<file path="src/thar_pkg.sv">
// Shared types and constants for the target heading averager and rotate block.
// No dependencies; the regs, controller, datapath, top and checker files use it by scoped names.
`timescale 1ns / 1ps

package thar_pkg;

  // Configuration port geometry.
  localparam int unsigned ADDR_W = 5;
  localparam int unsigned DATA_W = 32;
  localparam int unsigned IDX_W  = 3;

  // Field widths.
  localparam int unsigned HEAD_W  = 20;
  localparam int unsigned ELEV_W  = 12;
  localparam int unsigned BEAR_W  = 12;
  localparam int unsigned ROT_W   = 16;
  localparam int unsigned GAIN_W  = 16;
  localparam int unsigned DRIVE_W = 15;
  localparam int unsigned DBAND_W = 14;
  localparam int unsigned THR_W   = 4;

  // Heading error working width, wrapped magnitude width and product width.
  localparam int unsigned ERR_W  = 22;
  localparam int unsigned MAG_W  = 14;
  localparam int unsigned PROD_W = 30;

  // The wrap reduction subtracts or adds 23040 << j for j = 5 down to 0.
  localparam int unsigned WRAP_STEPS = 6;
  localparam int unsigned STEP_W     = 3;

  localparam logic signed [ERR_W-1:0] HALF_TURN     = 22'sd11520;
  localparam logic signed [ERR_W-1:0] NEG_HALF_TURN = -22'sd11520;
  localparam logic signed [ERR_W-1:0] FULL_TURN     = 22'sd23040;

  localparam logic signed [HEAD_W-1:0] HEAD_MAX = 20'sh7FFFF;
  localparam logic signed [HEAD_W-1:0] HEAD_MIN = 20'sh80000;

  // Rotation scaling: (gain * |e| + 64) >> 7.
  localparam int unsigned ROUND_BIAS = 64;
  localparam int unsigned ROT_SHIFT  = 7;

  // Register indexes.
  localparam logic [IDX_W-1:0] REG_GAIN      = 3'd0;
  localparam logic [IDX_W-1:0] REG_MIN_DRIVE = 3'd1;
  localparam logic [IDX_W-1:0] REG_MAX_DRIVE = 3'd2;
  localparam logic [IDX_W-1:0] REG_DEADBAND  = 3'd3;
  localparam logic [IDX_W-1:0] REG_LOCK_THR  = 3'd4;

  // Register reset values.
  localparam logic [GAIN_W-1:0]  GAIN_RST      = 16'd393;
  localparam logic [DRIVE_W-1:0] MIN_DRIVE_RST = 15'd983;
  localparam logic [DRIVE_W-1:0] MAX_DRIVE_RST = 15'd9830;
  localparam logic [DBAND_W-1:0] DEADBAND_RST  = 14'd32;
  localparam logic [THR_W-1:0]   LOCK_THR_RST  = 4'd4;

  // Divider operand select.
  localparam logic DIV_SEL_HEAD = 1'b0;
  localparam logic DIV_SEL_ELEV = 1'b1;

  typedef struct packed {
    logic [GAIN_W-1:0]  gain;
    logic [DRIVE_W-1:0] min_drive;
    logic [DRIVE_W-1:0] max_drive;
    logic [DBAND_W-1:0] deadband;
    logic [THR_W-1:0]   lock_threshold;
  } cfg_t;

  // Commands from the controller to the datapath.
  typedef struct packed {
    logic in_load;
    logic ring_wr;
    logic sweep;
    logic lock_upd;
    logic div_start;
    logic div_sel;
    logic held_h_ld;
    logic held_e_ld;
    logic wrap_init;
    logic wrap_step;
    logic mul_go;
    logic out_load;
  } cmd_t;

  // Status from the datapath to the controller.
  typedef struct packed {
    logic sweep_last;
    logic lock_ok;
    logic div_busy;
    logic wrap_last;
  } sts_t;

endpackage

</file>
<file path="src/thar_ram.sv">
// Generic simple dual-port RAM with one write port and a registered read port.
// No dependencies.
`timescale 1ns / 1ps

module thar_ram #(
  parameter int unsigned WIDTH = 32,
  parameter int unsigned DEPTH = 8
) (
  input  logic                     clk,
  input  logic                     we,
  input  logic [$clog2(DEPTH)-1:0] waddr,
  input  logic [WIDTH-1:0]         wdata,
  input  logic                     re,
  input  logic [$clog2(DEPTH)-1:0] raddr,
  output logic [WIDTH-1:0]         rdata
);

  logic [WIDTH-1:0] mem_r [DEPTH];
  logic [WIDTH-1:0] rdata_r;

  // Write and registered read.
  always_ff @(posedge clk) begin
    if (we) begin
      mem_r[waddr] <= wdata;
    end
    if (re) begin
      rdata_r <= mem_r[raddr];
    end
  end

  assign rdata = rdata_r;

endmodule

</file>
<file path="src/thar_regs.sv">
// Configuration register file behind an APB-style port.
// Depends on thar_pkg for the register layout and reset values.
`timescale 1ns / 1ps

module thar_regs (
  input  logic                          clk,
  input  logic                          rst_n,
  input  logic                          psel,
  input  logic                          penable,
  input  logic                          pwrite,
  input  logic [thar_pkg::ADDR_W-1:0]   paddr,
  input  logic [thar_pkg::DATA_W-1:0]   pwdata,
  output logic [thar_pkg::DATA_W-1:0]   prdata,
  output logic                          pready,
  output thar_pkg::cfg_t                cfg
);

  localparam int unsigned DW = thar_pkg::DATA_W;

  thar_pkg::cfg_t cfg_r, cfg_nxt;
  logic [thar_pkg::IDX_W-1:0] idx;
  logic wr_en;

  assign idx    = paddr[thar_pkg::ADDR_W-1:2];
  assign wr_en  = psel && penable && pwrite;
  assign pready = 1'b1;

  // Register update on the access phase of a write transaction.
  always_comb begin
    cfg_nxt = cfg_r;
    if (wr_en) begin
      unique case (idx)
        thar_pkg::REG_GAIN:      cfg_nxt.gain = pwdata[thar_pkg::GAIN_W-1:0];
        thar_pkg::REG_MIN_DRIVE: cfg_nxt.min_drive = pwdata[thar_pkg::DRIVE_W-1:0];
        thar_pkg::REG_MAX_DRIVE: cfg_nxt.max_drive = pwdata[thar_pkg::DRIVE_W-1:0];
        thar_pkg::REG_DEADBAND:  cfg_nxt.deadband = pwdata[thar_pkg::DBAND_W-1:0];
        thar_pkg::REG_LOCK_THR:  cfg_nxt.lock_threshold = pwdata[thar_pkg::THR_W-1:0];
        default: cfg_nxt = cfg_r;
      endcase
    end
  end

  always_ff @(posedge clk) begin
    if (!rst_n) begin
      cfg_r <= '{gain:           thar_pkg::GAIN_RST,
                 min_drive:      thar_pkg::MIN_DRIVE_RST,
                 max_drive:      thar_pkg::MAX_DRIVE_RST,
                 deadband:       thar_pkg::DEADBAND_RST,
                 lock_threshold: thar_pkg::LOCK_THR_RST};
    end else begin
      cfg_r <= cfg_nxt;
    end
  end

  // Read-back mux; unused addresses read as zero.
  always_comb begin
    unique case (idx)
      thar_pkg::REG_GAIN:      prdata = DW'(cfg_r.gain);
      thar_pkg::REG_MIN_DRIVE: prdata = DW'(cfg_r.min_drive);
      thar_pkg::REG_MAX_DRIVE: prdata = DW'(cfg_r.max_drive);
      thar_pkg::REG_DEADBAND:  prdata = DW'(cfg_r.deadband);
      thar_pkg::REG_LOCK_THR:  prdata = DW'(cfg_r.lock_threshold);
      default:                 prdata = '0;
    endcase
  end

  assign cfg = cfg_r;

endmodule

</file>
<file path="src/thar_div.sv">
// Restoring unsigned divider, one quotient bit per cycle.
// No dependencies.
`timescale 1ns / 1ps

module thar_div #(
  parameter int unsigned NUM_W = 23,
  parameter int unsigned DEN_W = 4
) (
  input  logic             clk,
  input  logic             rst_n,
  input  logic             start,
  input  logic [NUM_W-1:0] num,
  input  logic [DEN_W-1:0] den,
  output logic             busy,
  output logic [NUM_W-1:0] quo
);

  localparam int unsigned CNT_W = $clog2(NUM_W + 1);

  logic [NUM_W-1:0] quo_r;
  logic [DEN_W-1:0] rem_r;
  logic [DEN_W-1:0] den_r;
  logic [CNT_W-1:0] cnt_r;
  logic             busy_r;
  logic [DEN_W:0]   trial;
  logic [DEN_W:0]   diff;
  logic             ge;

  // Shift the next numerator bit into the partial remainder and try a subtract.
  assign trial = {rem_r, quo_r[NUM_W-1]};
  assign diff  = trial - {1'b0, den_r};
  assign ge    = (trial >= {1'b0, den_r});

  always_ff @(posedge clk) begin
    if (!rst_n) begin
      busy_r <= 1'b0;
    end else if (start) begin
      busy_r <= 1'b1;
    end else if (busy_r && (cnt_r == CNT_W'(1))) begin
      busy_r <= 1'b0;
    end
  end

  // Datapath registers of the divider.
  always_ff @(posedge clk) begin
    if (start) begin
      quo_r <= num;
      rem_r <= '0;
      den_r <= den;
      cnt_r <= CNT_W'(NUM_W);
    end else if (busy_r) begin
      quo_r <= {quo_r[NUM_W-2:0], ge};
      rem_r <= ge ? diff[DEN_W-1:0] : trial[DEN_W-1:0];
      cnt_r <= cnt_r - CNT_W'(1);
    end
  end

  assign busy = busy_r;
  assign quo  = quo_r;

endmodule

</file>
<file path="src/thar_ctrl.sv">
// Controller state machine that sequences one control tick through the datapath.
// Depends on thar_pkg for the command and status structs.
`timescale 1ns / 1ps

module thar_ctrl (
  input  logic              clk,
  input  logic              rst_n,
  input  logic              in_valid,
  output logic              in_stall,
  output logic              out_valid,
  input  logic              out_stall,
  input  thar_pkg::sts_t    sts,
  output thar_pkg::cmd_t    cmd
);

  localparam logic [3:0] S_IDLE  = 4'd0;
  localparam logic [3:0] S_WRITE = 4'd1;
  localparam logic [3:0] S_SWEEP = 4'd2;
  localparam logic [3:0] S_DRAIN = 4'd3;
  localparam logic [3:0] S_LOCK  = 4'd4;
  localparam logic [3:0] S_DIVH  = 4'd5;
  localparam logic [3:0] S_WAITH = 4'd6;
  localparam logic [3:0] S_DIVE  = 4'd7;
  localparam logic [3:0] S_WAITE = 4'd8;
  localparam logic [3:0] S_WRAP0 = 4'd9;
  localparam logic [3:0] S_WRAP  = 4'd10;
  localparam logic [3:0] S_MUL   = 4'd11;
  localparam logic [3:0] S_FIN   = 4'd12;

  logic [3:0] state_r, state_nxt;
  logic       out_valid_r, out_valid_nxt;

  // Next state, commands and output valid.
  always_comb begin
    state_nxt     = state_r;
    cmd           = '0;
    out_valid_nxt = out_valid_r;
    if (out_valid_r && !out_stall) begin
      out_valid_nxt = 1'b0;
    end
    unique case (state_r)
      S_IDLE: begin
        if (in_valid) begin
          cmd.in_load = 1'b1;
          state_nxt   = S_WRITE;
        end
      end
      S_WRITE: begin
        cmd.ring_wr = 1'b1;
        state_nxt   = S_SWEEP;
      end
      S_SWEEP: begin
        cmd.sweep = 1'b1;
        if (sts.sweep_last) begin
          state_nxt = S_DRAIN;
        end
      end
      S_DRAIN: begin
        state_nxt = S_LOCK;
      end
      S_LOCK: begin
        cmd.lock_upd = 1'b1;
        state_nxt    = sts.lock_ok ? S_DIVH : S_WRAP0;
      end
      S_DIVH: begin
        cmd.div_start = 1'b1;
        cmd.div_sel   = thar_pkg::DIV_SEL_HEAD;
        state_nxt     = S_WAITH;
      end
      S_WAITH: begin
        if (!sts.div_busy) begin
          cmd.held_h_ld = 1'b1;
          state_nxt     = S_DIVE;
        end
      end
      S_DIVE: begin
        cmd.div_start = 1'b1;
        cmd.div_sel   = thar_pkg::DIV_SEL_ELEV;
        state_nxt     = S_WAITE;
      end
      S_WAITE: begin
        if (!sts.div_busy) begin
          cmd.held_e_ld = 1'b1;
          state_nxt     = S_WRAP0;
        end
      end
      S_WRAP0: begin
        cmd.wrap_init = 1'b1;
        state_nxt     = S_WRAP;
      end
      S_WRAP: begin
        cmd.wrap_step = 1'b1;
        if (sts.wrap_last) begin
          state_nxt = S_MUL;
        end
      end
      S_MUL: begin
        cmd.mul_go = 1'b1;
        state_nxt  = S_FIN;
      end
      S_FIN: begin
        // Load the output register once it is empty or being emptied.
        if (!out_valid_r || !out_stall) begin
          cmd.out_load  = 1'b1;
          out_valid_nxt = 1'b1;
          state_nxt     = S_IDLE;
        end
      end
      default: begin
        state_nxt = S_IDLE;
      end
    endcase
  end

  always_ff @(posedge clk) begin
    if (!rst_n) begin
      state_r     <= S_IDLE;
      out_valid_r <= 1'b0;
    end else begin
      state_r     <= state_nxt;
      out_valid_r <= out_valid_nxt;
    end
  end

  assign in_stall  = (state_r != S_IDLE);
  assign out_valid = out_valid_r;

endmodule

</file>
<file path="src/thar_dp.sv">
// Datapath: heading ring, averaging sweep, shared divider, error wrap and rotation.
// Depends on thar_pkg, thar_ram and thar_div.
`timescale 1ns / 1ps

module thar_dp #(
  parameter int unsigned HISTORY_DEPTH = 8
) (
  input  logic                                clk,
  input  logic                                rst_n,
  input  thar_pkg::cmd_t                      cmd,
  output thar_pkg::sts_t                      sts,
  input  thar_pkg::cfg_t                      cfg,
  input  logic signed [thar_pkg::BEAR_W-1:0]  in_bearing,
  input  logic signed [thar_pkg::ELEV_W-1:0]  in_elevation,
  input  logic                                in_seen,
  input  logic signed [thar_pkg::HEAD_W-1:0]  in_gyro_heading,
  input  logic                                in_gyro_ok,
  output logic                                out_locked,
  output logic signed [thar_pkg::HEAD_W-1:0]  out_mean_heading,
  output logic signed [thar_pkg::ELEV_W-1:0]  out_mean_elevation,
  output logic signed [thar_pkg::ROT_W-1:0]   out_rotation,
  output logic                                out_aligned
);

  localparam int unsigned HW   = thar_pkg::HEAD_W;
  localparam int unsigned EWD  = thar_pkg::ELEV_W;
  localparam int unsigned BW   = thar_pkg::BEAR_W;
  localparam int unsigned RTW  = thar_pkg::ROT_W;
  localparam int unsigned ERW  = thar_pkg::ERR_W;
  localparam int unsigned MGW  = thar_pkg::MAG_W;
  localparam int unsigned PW   = thar_pkg::PROD_W;
  localparam int unsigned DRW  = thar_pkg::DRIVE_W;
  localparam int unsigned TW   = thar_pkg::THR_W;
  localparam int unsigned SW   = thar_pkg::STEP_W;
  localparam int unsigned AW   = $clog2(HISTORY_DEPTH);
  localparam int unsigned CW   = $clog2(HISTORY_DEPTH + 1);
  localparam int unsigned SHW  = HW + AW;
  localparam int unsigned SEW  = EWD + AW;
  localparam int unsigned MW   = (CW > TW) ? CW : TW;
  localparam int unsigned RW   = HW + EWD;
  localparam int unsigned THW  = HW + 1;
  localparam int unsigned RNW  = PW - thar_pkg::ROT_SHIFT;
  localparam int unsigned MSW  = RNW + 1;

  // Input transaction latches.
  logic signed [BW-1:0]  bearing_r;
  logic signed [EWD-1:0] elev_r;
  logic                  seen_r;
  logic signed [HW-1:0]  gyro_r;
  logic                  gyro_ok_r;

  // Ring control and sweep.
  logic [AW-1:0]            slot_r;
  logic [HISTORY_DEPTH-1:0] valid_r;
  logic [AW-1:0]            rd_ptr_r;
  logic                     acc_en_r;
  logic [AW-1:0]            acc_idx_r;
  logic [RW-1:0]            ring_q;
  logic signed [HW-1:0]     ring_h;
  logic signed [EWD-1:0]    ring_e;
  logic signed [SHW-1:0]    sum_h_r;
  logic signed [SEW-1:0]    sum_e_r;
  logic [CW-1:0]            cnt_r;

  // Target heading of the new entry.
  logic signed [THW-1:0] th_wide;
  logic signed [HW-1:0]  th;

  // Lock and averages.
  logic [TW-1:0]         need;
  logic                  lock_r;
  logic signed [HW-1:0]  held_h_r;
  logic signed [EWD-1:0] held_e_r;
  logic [SHW-1:0]        mag_h;
  logic [SEW-1:0]        mag_e;
  logic [SHW-1:0]        div_num;
  logic [SHW-1:0]        div_quo;
  logic                  div_busy;
  logic [SHW-1:0]        quo_h;
  logic [SHW-1:0]        quo_e;

  // Wrap, multiply and rotation.
  logic signed [ERW-1:0] e_init;
  logic signed [ERW-1:0] e_r;
  logic                  wneg_r;
  logic [SW-1:0]         wj_r;
  logic signed [ERW-1:0] stepv;
  logic signed [ERW-1:0] cand_dn;
  logic signed [ERW-1:0] cand_up;
  logic [ERW-1:0]        abs_e;
  logic [MGW-1:0]        ae;
  logic [PW-1:0]         prod_r;
  logic [PW-1:0]         rnd;
  logic [MSW-1:0]        mag_sum;
  logic [DRW-1:0]        mag;
  logic [RTW-1:0]        mag_ext;
  logic signed [RTW-1:0] rot_val;
  logic                  active;
  logic                  band_hit;

  // Latch the accepted transaction.
  always_ff @(posedge clk) begin
    if (cmd.in_load) begin
      bearing_r <= in_bearing;
      elev_r    <= in_elevation;
      seen_r    <= in_seen;
      gyro_r    <= in_gyro_heading;
      gyro_ok_r <= in_gyro_ok;
    end
  end

  // Gyro heading minus bearing, saturated to the heading range.
  assign th_wide = THW'(gyro_r) - THW'(bearing_r);
  always_comb begin
    if (th_wide[HW] != th_wide[HW-1]) begin
      th = th_wide[HW] ? thar_pkg::HEAD_MIN : thar_pkg::HEAD_MAX;
    end else begin
      th = th_wide[HW-1:0];
    end
  end

  // History ring; one entry written per tick, read once per entry in the sweep.
  thar_ram #(
    .WIDTH(RW),
    .DEPTH(HISTORY_DEPTH)
  ) u_ring (
    .clk   (clk),
    .we    (cmd.ring_wr),
    .waddr (slot_r),
    .wdata ({th, elev_r}),
    .re    (cmd.sweep),
    .raddr (rd_ptr_r),
    .rdata (ring_q)
  );

  assign ring_h = ring_q[RW-1:EWD];
  assign ring_e = ring_q[EWD-1:0];

  // Write slot and entry valid bits.
  always_ff @(posedge clk) begin
    if (!rst_n) begin
      slot_r  <= '0;
      valid_r <= '0;
    end else if (cmd.ring_wr) begin
      valid_r[slot_r] <= seen_r && gyro_ok_r;
      slot_r          <= (slot_r == AW'(HISTORY_DEPTH - 1)) ? '0 : slot_r + AW'(1);
    end
  end

  // Sweep pointer and the accumulate enable, registered from the sweep command.
  always_ff @(posedge clk) begin
    if (!rst_n) begin
      acc_en_r <= 1'b0;
    end else begin
      acc_en_r <= cmd.sweep;
    end
  end

  always_ff @(posedge clk) begin
    if (cmd.ring_wr) begin
      rd_ptr_r <= '0;
    end else if (cmd.sweep && (rd_ptr_r != AW'(HISTORY_DEPTH - 1))) begin
      rd_ptr_r <= rd_ptr_r + AW'(1);
    end
    acc_idx_r <= rd_ptr_r;
  end

  // Sum the valid entries as they come out of the ring.
  always_ff @(posedge clk) begin
    if (cmd.ring_wr) begin
      sum_h_r <= '0;
      sum_e_r <= '0;
      cnt_r   <= '0;
    end else if (acc_en_r && valid_r[acc_idx_r]) begin
      sum_h_r <= sum_h_r + SHW'(ring_h);
      sum_e_r <= sum_e_r + SEW'(ring_e);
      cnt_r   <= cnt_r + CW'(1);
    end
  end

  // Lock decision; a threshold of zero acts as one.
  assign need = (cfg.lock_threshold == '0) ? TW'(1) : cfg.lock_threshold;

  always_ff @(posedge clk) begin
    if (!rst_n) begin
      lock_r <= 1'b0;
    end else if (cmd.lock_upd) begin
      lock_r <= sts.lock_ok;
    end
  end

  // Rounded magnitude division: (|sum| + count/2) / count, sign restored after.
  assign mag_h   = sum_h_r[SHW-1] ? (~sum_h_r) + 1'b1 : sum_h_r;
  assign mag_e   = sum_e_r[SEW-1] ? (~sum_e_r) + 1'b1 : sum_e_r;
  assign div_num = ((cmd.div_sel == thar_pkg::DIV_SEL_ELEV) ? SHW'(mag_e) : mag_h)
                   + SHW'(cnt_r >> 1);

  thar_div #(
    .NUM_W(SHW),
    .DEN_W(CW)
  ) u_div (
    .clk   (clk),
    .rst_n (rst_n),
    .start (cmd.div_start),
    .num   (div_num),
    .den   (cnt_r),
    .busy  (div_busy),
    .quo   (div_quo)
  );

  assign quo_h = sum_h_r[SHW-1] ? (~div_quo) + 1'b1 : div_quo;
  assign quo_e = sum_e_r[SEW-1] ? (~div_quo) + 1'b1 : div_quo;

  // Held averages.
  always_ff @(posedge clk) begin
    if (!rst_n) begin
      held_h_r <= '0;
      held_e_r <= '0;
    end else begin
      if (cmd.held_h_ld) begin
        held_h_r <= quo_h[HW-1:0];
      end
      if (cmd.held_e_ld) begin
        held_e_r <= quo_e[EWD-1:0];
      end
    end
  end

  // Heading error wrap: greedy add or subtract of 23040 << j, one j per cycle.
  assign e_init  = ERW'(held_h_r) - ERW'(gyro_r);
  assign stepv   = thar_pkg::FULL_TURN <<< wj_r;
  assign cand_dn = e_r - stepv;
  assign cand_up = e_r + stepv;

  always_ff @(posedge clk) begin
    if (cmd.wrap_init) begin
      e_r    <= e_init;
      wneg_r <= e_init[ERW-1];
      wj_r   <= SW'(thar_pkg::WRAP_STEPS - 1);
    end else if (cmd.wrap_step) begin
      if (!wneg_r) begin
        if (cand_dn > thar_pkg::NEG_HALF_TURN) begin
          e_r <= cand_dn;
        end
      end else begin
        if (cand_up < thar_pkg::HALF_TURN) begin
          e_r <= cand_up;
        end
      end
      wj_r <= wj_r - SW'(1);
    end
  end

  // Wrapped error magnitude and the gain product.
  assign abs_e = e_r[ERW-1] ? (~e_r) + 1'b1 : e_r;
  assign ae    = abs_e[MGW-1:0];

  always_ff @(posedge clk) begin
    if (cmd.mul_go) begin
      prod_r <= PW'(cfg.gain) * PW'(ae);
    end
  end

  // Rounded, offset by the minimum drive, clipped to the maximum drive.
  assign rnd      = (prod_r + PW'(thar_pkg::ROUND_BIAS)) >> thar_pkg::ROT_SHIFT;
  assign mag_sum  = MSW'(rnd[RNW-1:0]) + MSW'(cfg.min_drive);
  assign mag      = (mag_sum > MSW'(cfg.max_drive)) ? cfg.max_drive : mag_sum[DRW-1:0];
  assign mag_ext  = RTW'(mag);
  assign rot_val  = e_r[ERW-1] ? RTW'(0) - mag_ext : mag_ext;
  assign active   = lock_r && gyro_ok_r;
  assign band_hit = (ae <= cfg.deadband);

  // Result register.
  always_ff @(posedge clk) begin
    if (cmd.out_load) begin
      out_locked         <= lock_r;
      out_mean_heading   <= held_h_r;
      out_mean_elevation <= held_e_r;
      out_rotation       <= (active && !band_hit) ? rot_val : '0;
      out_aligned        <= active && band_hit;
    end
  end

  // Status to the controller.
  assign sts.sweep_last = (rd_ptr_r == AW'(HISTORY_DEPTH - 1));
  assign sts.lock_ok    = (MW'(cnt_r) >= MW'(need));
  assign sts.div_busy   = div_busy;
  assign sts.wrap_last  = (wj_r == '0);

endmodule

</file>
<file path="src/target_heading_average_and_rotate.sv">
// Top level of the target heading averager and rotate block.
// Depends on thar_pkg, thar_regs, thar_ctrl and thar_dp.
`timescale 1ns / 1ps

// One input transaction is one control tick and produces exactly one result. The
// block works on one tick at a time and takes no new tick until the result of the
// last one is in the output register. The time per tick is set by the sweep that
// reads every ring entry through the single RAM read port and, when the tick locks,
// by the bit-serial divider that forms the heading average and then the elevation
// average, one quotient bit per cycle. A finished result waits in the output
// register, so the next tick is accepted while it is still stalled. Configuration
// goes through the APB-style port; the user must write it only while the block is
// idle, and the block itself does not enforce this.
module target_heading_average_and_rotate #(
  parameter int unsigned HISTORY_DEPTH = 8
) (
  input  logic                                clk,
  input  logic                                rst_n,
  input  logic                                psel,
  input  logic                                penable,
  input  logic                                pwrite,
  input  logic [thar_pkg::ADDR_W-1:0]         paddr,
  input  logic [thar_pkg::DATA_W-1:0]         pwdata,
  output logic [thar_pkg::DATA_W-1:0]         prdata,
  output logic                                pready,
  input  logic                                in_valid,
  output logic                                in_stall,
  input  logic signed [thar_pkg::BEAR_W-1:0]  in_bearing,
  input  logic signed [thar_pkg::ELEV_W-1:0]  in_elevation,
  input  logic                                in_seen,
  input  logic signed [thar_pkg::HEAD_W-1:0]  in_gyro_heading,
  input  logic                                in_gyro_ok,
  output logic                                out_valid,
  input  logic                                out_stall,
  output logic                                out_locked,
  output logic signed [thar_pkg::HEAD_W-1:0]  out_mean_heading,
  output logic signed [thar_pkg::ELEV_W-1:0]  out_mean_elevation,
  output logic signed [thar_pkg::ROT_W-1:0]   out_rotation,
  output logic                                out_aligned
);

  thar_pkg::cfg_t cfg;
  thar_pkg::cmd_t cmd;
  thar_pkg::sts_t sts;

  // Configuration registers.
  thar_regs u_regs (
    .clk     (clk),
    .rst_n   (rst_n),
    .psel    (psel),
    .penable (penable),
    .pwrite  (pwrite),
    .paddr   (paddr),
    .pwdata  (pwdata),
    .prdata  (prdata),
    .pready  (pready),
    .cfg     (cfg)
  );

  // Sequencer.
  thar_ctrl u_ctrl (
    .clk       (clk),
    .rst_n     (rst_n),
    .in_valid  (in_valid),
    .in_stall  (in_stall),
    .out_valid (out_valid),
    .out_stall (out_stall),
    .sts       (sts),
    .cmd       (cmd)
  );

  // Datapath.
  thar_dp #(
    .HISTORY_DEPTH(HISTORY_DEPTH)
  ) u_dp (
    .clk                (clk),
    .rst_n              (rst_n),
    .cmd                (cmd),
    .sts                (sts),
    .cfg                (cfg),
    .in_bearing         (in_bearing),
    .in_elevation       (in_elevation),
    .in_seen            (in_seen),
    .in_gyro_heading    (in_gyro_heading),
    .in_gyro_ok         (in_gyro_ok),
    .out_locked         (out_locked),
    .out_mean_heading   (out_mean_heading),
    .out_mean_elevation (out_mean_elevation),
    .out_rotation       (out_rotation),
    .out_aligned        (out_aligned)
  );

endmodule

</file>
<file path="config.mk">
export PLATFORM = sky130hd
export DESIGN_NAME = target_heading_average_and_rotate
export DESIGN_NICKNAME = d
export VERILOG_FILES = /design/src/thar_pkg.sv /design/src/thar_ram.sv /design/src/thar_regs.sv /design/src/thar_div.sv /design/src/thar_ctrl.sv /design/src/thar_dp.sv /design/src/target_heading_average_and_rotate.sv
export SDC_FILE = /design/constraint.sdc
export NUM_CORES = 2
export LEC_CHECK = 0
export ABC_AREA = 1
export BUFFER_PORTS_ARGS = -buffer_cell sky130_fd_sc_hd__buf_4
export CELL_PAD_IN_SITES_DETAIL_PLACEMENT = 0
export CELL_PAD_IN_SITES_GLOBAL_PLACEMENT = 1
export CORE_ASPECT_RATIO = 0.7
export CORE_MARGIN = 2
export CORE_UTILIZATION = 40
export CTS_CLUSTER_SIZE = 14
export DETAILED_ROUTE_END_ITERATION = 8
export GPL_ROUTABILITY_DRIVEN = 0
export HOLD_SLACK_MARGIN = 0.06
export PLACE_DENSITY = 0.8
export SYNTH_ARGS = -nofsm -noshare
export SYNTH_HDL_FRONTEND = slang
export SYNTH_SLANG_ARGS = --single-unit
</file>
<file path="constraint.sdc">
create_clock -name clk -period 10.06 [get_ports clk]
set_clock_uncertainty 0.05 [all_clocks]
set_input_delay 2.515 -clock clk [delete_from_list [all_inputs] [get_ports clk]]
set_output_delay 2.515 -clock clk [all_outputs]
set_load 0.005 [all_outputs]
</file>
==> run_results.csv <==
group,metric,value,unit
timing,worst_slack,1.40,ns
run,drv_cap,0,
routing,drt-pass1-iter-count,8,
setup_path,cpMostUsedCell,"inv_1",
finish,synthToLayoutAreaGrowth,11.2,%
logic_synthesis,ys_ff_latch,633,
global_route,antenna_found_initial,3,
logic_synthesis,synth_edf_count,458,
die,placementRows,97,
place,dpl_worst_slack,1.46,ns
timing,tightestPinTransition,1.20,ns
finish,antenna-diode-count,0,
hold_path,min_path_type,"flip-flop to flip-flop",
finish,final_cell_count_no_fill,6043,
place,hpwl,84.9,mm
timing,final.setup.tns,0,ns
setup_path,ff2ff_setup_slack,1.40,ns
place,placed_cells,5929,
die,start_util,40.4,%
setup_path,critPathBufInv,8,
timing,period_share,86.1,%
logic_synthesis,netlist_area,0.0405,mm^2
setup_path,cp.required,10.40,ns
setup_path,crit_slowest_cell,"edfxtp_1",
setup_path,arrival,9.00,ns
pwr,peakVddDrop,0.000132,V
routing,drt-vias-per-instance,5.27,
global_route,grt_max_degree,83,
routing,drcViolationCount,13,
die,coreArea,0.100,mm^2
clocking,path_clk_slew,0.06,ns
finish,final_common_cell,"nand2_1",
place,port_buffers,139,
die,io-pin-count,175,
place,placed_area,0.0429,mm^2
timing,hold_violations,0,
setup_path,end_kind,"flip-flop",
clocking,post_cts_buffers,0,
clocking,cts_root_buf,"clkbuf_16",
finish,nFillCells,9698,
logic_synthesis,yosysWarnings,0,
setup_path,worstReg2RegEnd,"u_dp.prod_r[26]",
pwr,power.density,201,mW/mm^2
global_route,grt_most_used_layer,"met1",
global_route,grtUsageMet3,5.61,%
clocking,clockBufferDepth,3,
clocking,clk_latency,0.67,ns
setup_path,regToRegStartpoint,"u_dp.e_r[0]",
global_route,grt_pass1_vias,29400,
die,die-area,0.104,mm^2
timing,maxSlewHeadroom,20.0,%
global_route,grtUsageMet1,35.7,%
routing,num_vias,31800,
clocking,postCtsResizedCells,0,
routing,routedWlPerCell,19.0,um
finish,multi_input_area,0.0203,mm^2
hold_path,whs_path_depth,0,
logic_synthesis,netlist_instances,4569,
timing,max_freq,115,MHz
routing,drtIter0Drc,3365,
clocking,cts.sinks,633,
clocking,cts_made_buffers,67,
timing,finalSetupViolations,0,
die,die_y,270,um
setup_path,cpPeakStageDelay,0.65,ns
setup_path,criticalPathCategory,"flip-flop to flip-flop",
clocking,cts_tree,"built",
finish,final_area,0.0450,mm^2
global_route,grt-ovfl-total,0,
die,die_w,384,um
routing,ant_nets,0,
pwr,leakage,19.3,nW
setup_path,startpoint_type,"flip-flop",
finish,final_net_count,5193,
global_route,grtUsageMet2,28.4,%
status,violations,"design-rule violations",
logic_synthesis,synth_top_area_share,34.0,%
setup_path,r2r_cells,32,
setup_path,worstPathMaxFanout,16,
routing,wirelength,115,mm
logic_synthesis,async_reset_ff_share,0,%
status,status,"finished, violations left",
timing,rsz0062_at_grt,"no",
logic_synthesis,synth_area_per_cell,8.86,um^2
logic_synthesis,ys_seq_area_share,42.6,%
global_route,grt_util_all_layers,21.9,%
logic_synthesis,yosysTopAreaCell,"edfxtp_1",
finish,layout.area.seq,0.0173,mm^2
global_route,grt_pass1_wl,176,mm
clocking,htreeDepth,3,
finish,layout-drive-gt1-share,7.88,%
hold_path,whs_endpoint,"u_dp.acc_idx_r[2]",
timing,min_period,8.66,ns
timing,slew_violations,0,
logic_synthesis,synth.distinct_cells,65,
logic_synthesis,ys_top_cells_by_area,"edfxtp_1 (34%), dfxtp_1 (8.7%), fa_1 (8.5%)",
logic_synthesis,synth-main-ff-cell,"edfxtp_1",
setup_path,critPathTopFamily,"adder cells",
clocking,cts_hold_buf,0,
hold_path,min_from,"u_dp.rd_ptr_r[2]",
finish,layout_common_cells,"nand2_1 (715), inv_1 (607), nor2_1 (542), edfxtp_1 (458), o21ai_0 (397)",
==> layout make-up <==
class | instances | share of cell area, %
multi-input cells | 3154 | 45.1
flip-flops and latches | 633 | 38.3
inverters | 626 | 5.22
clock buffers | 83 | 3.98
well taps | 1336 | 3.71
repair buffers | 180 | 3.00
clock inverters | 31 | 0.706
==> through the flow <==
step	power [mW]	hold WS (ns)	utilization (%)
2_1_floorplan	5.68	0.305	-
3_3_place_gp	6.56	0.324	42.8
3_5_place_dp	6.61	0.324	42.8
4_1_cts	9.06	0.333	44.9
5_1_grt	9.61	0.348	44.9
6_report	9.04	0.333	44.9
==> synthesized netlist by cell type, drive strengths merged, types with 4 or more instances <==
cell type / count
clkinv: 8
nor4: 11
a31oi: 43
nand3: 128
a211oi: 7
xor2: 115
nand3b: 16
fa: 172
a22oi: 5
nor3: 49
a221oi: 6
nand4: 28
o21a: 10
o31ai: 5
xnor2: 59
nor2: 569
or2: 17
dfxtp: 175
ha: 269
o2111ai: 12
edfxtp: 458
o211ai: 22
o21bai: 14
and2: 4
a21boi: 4
o22ai: 42
a21o: 9
nand2: 741
o221ai: 10
buf: 39
o21ai: 423
a21oi: 327
clkbuf: 132
inv: 618
==> worst max path at each step <==
stage	start	slack [ns]	cells past startpoint	to
finish	u_dp.e_r[0]	1.40	32	u_dp.prod_r[26]
global route	u_dp.e_r[0]	0.85	32	u_dp.prod_r[26]
CTS	u_dp.e_r[0]	1.44	32	u_dp.prod_r[26]
global placement	u_dp.e_r[0]	1.55	32	u_dp.prod_r[26]
floorplan	u_dp.e_r[0]	2.99	32	u_dp.prod_r[26]
detailed placement	u_dp.e_r[0]	1.46	32	u_dp.prod_r[26]
==> power breakdown <==
group | leakage (nW) | switching [mW] | total (mW) | internal, mW
sequential | 5.59 | 0.227 | 3.48 | 3.25
combinational | 12.7 | 2.11 | 3.14 | 1.02
clock | 1.03 | 1.07 | 2.43 | 1.36
==> sequential cells by signal, summed over array words and instances (netlist names), 5 cells and up <==
name                     cells
u_dp.elev_r                 12
u_dp.e_r                    22
u_dp.out_mean_heading       20
u_dp.prod_r                 24
u_dp.u_div.quo              23
u_dp.sum_e_r                15
u_regs.cfg                  64
u_dp.u_ring.mem_r          256
u_dp.valid_r                 8
u_dp.sum_h_r                23
u_dp.out_rotation           16
u_dp.held_e_r               12
u_dp.u_div.cnt_r             5
u_dp.held_h_r               20
u_dp.out_mean_elevation     12
u_dp.u_ring.rdata           32
u_dp.bearing_r              12
u_dp.gyro_r                 20
==> logic make-up (layout without fill, tap and decap cells) <==
| logic type | count (synthesis) | after routing | synth area share (%) |
|---|---|---|---|
| and+or+nand+nor | 1567 | 1567 | 16.2 |
| AOI/OAI and AO/OA | 953 | 953 | 13.0 |
| buffers and inverters | 797 | 920 | 7.61 |
| DFF | 633 | 633 | 42.6 |
| adders and majority gates | 441 | 441 | 16.8 |
| xor gates and xnor gates | 174 | 174 | 3.78 |
| other | 2 | 17 | 0.0185 |
| muxes | 2 | 2 | 0.0494 |
==> per-layer routing <==
metal	up-vias	part of all wire (%)
li1	15400	-
met1	15000	50
met2	1310	37
met3	121	11
met4	0	1.6
met5	-	0
(Power assumes the default switching activity.)
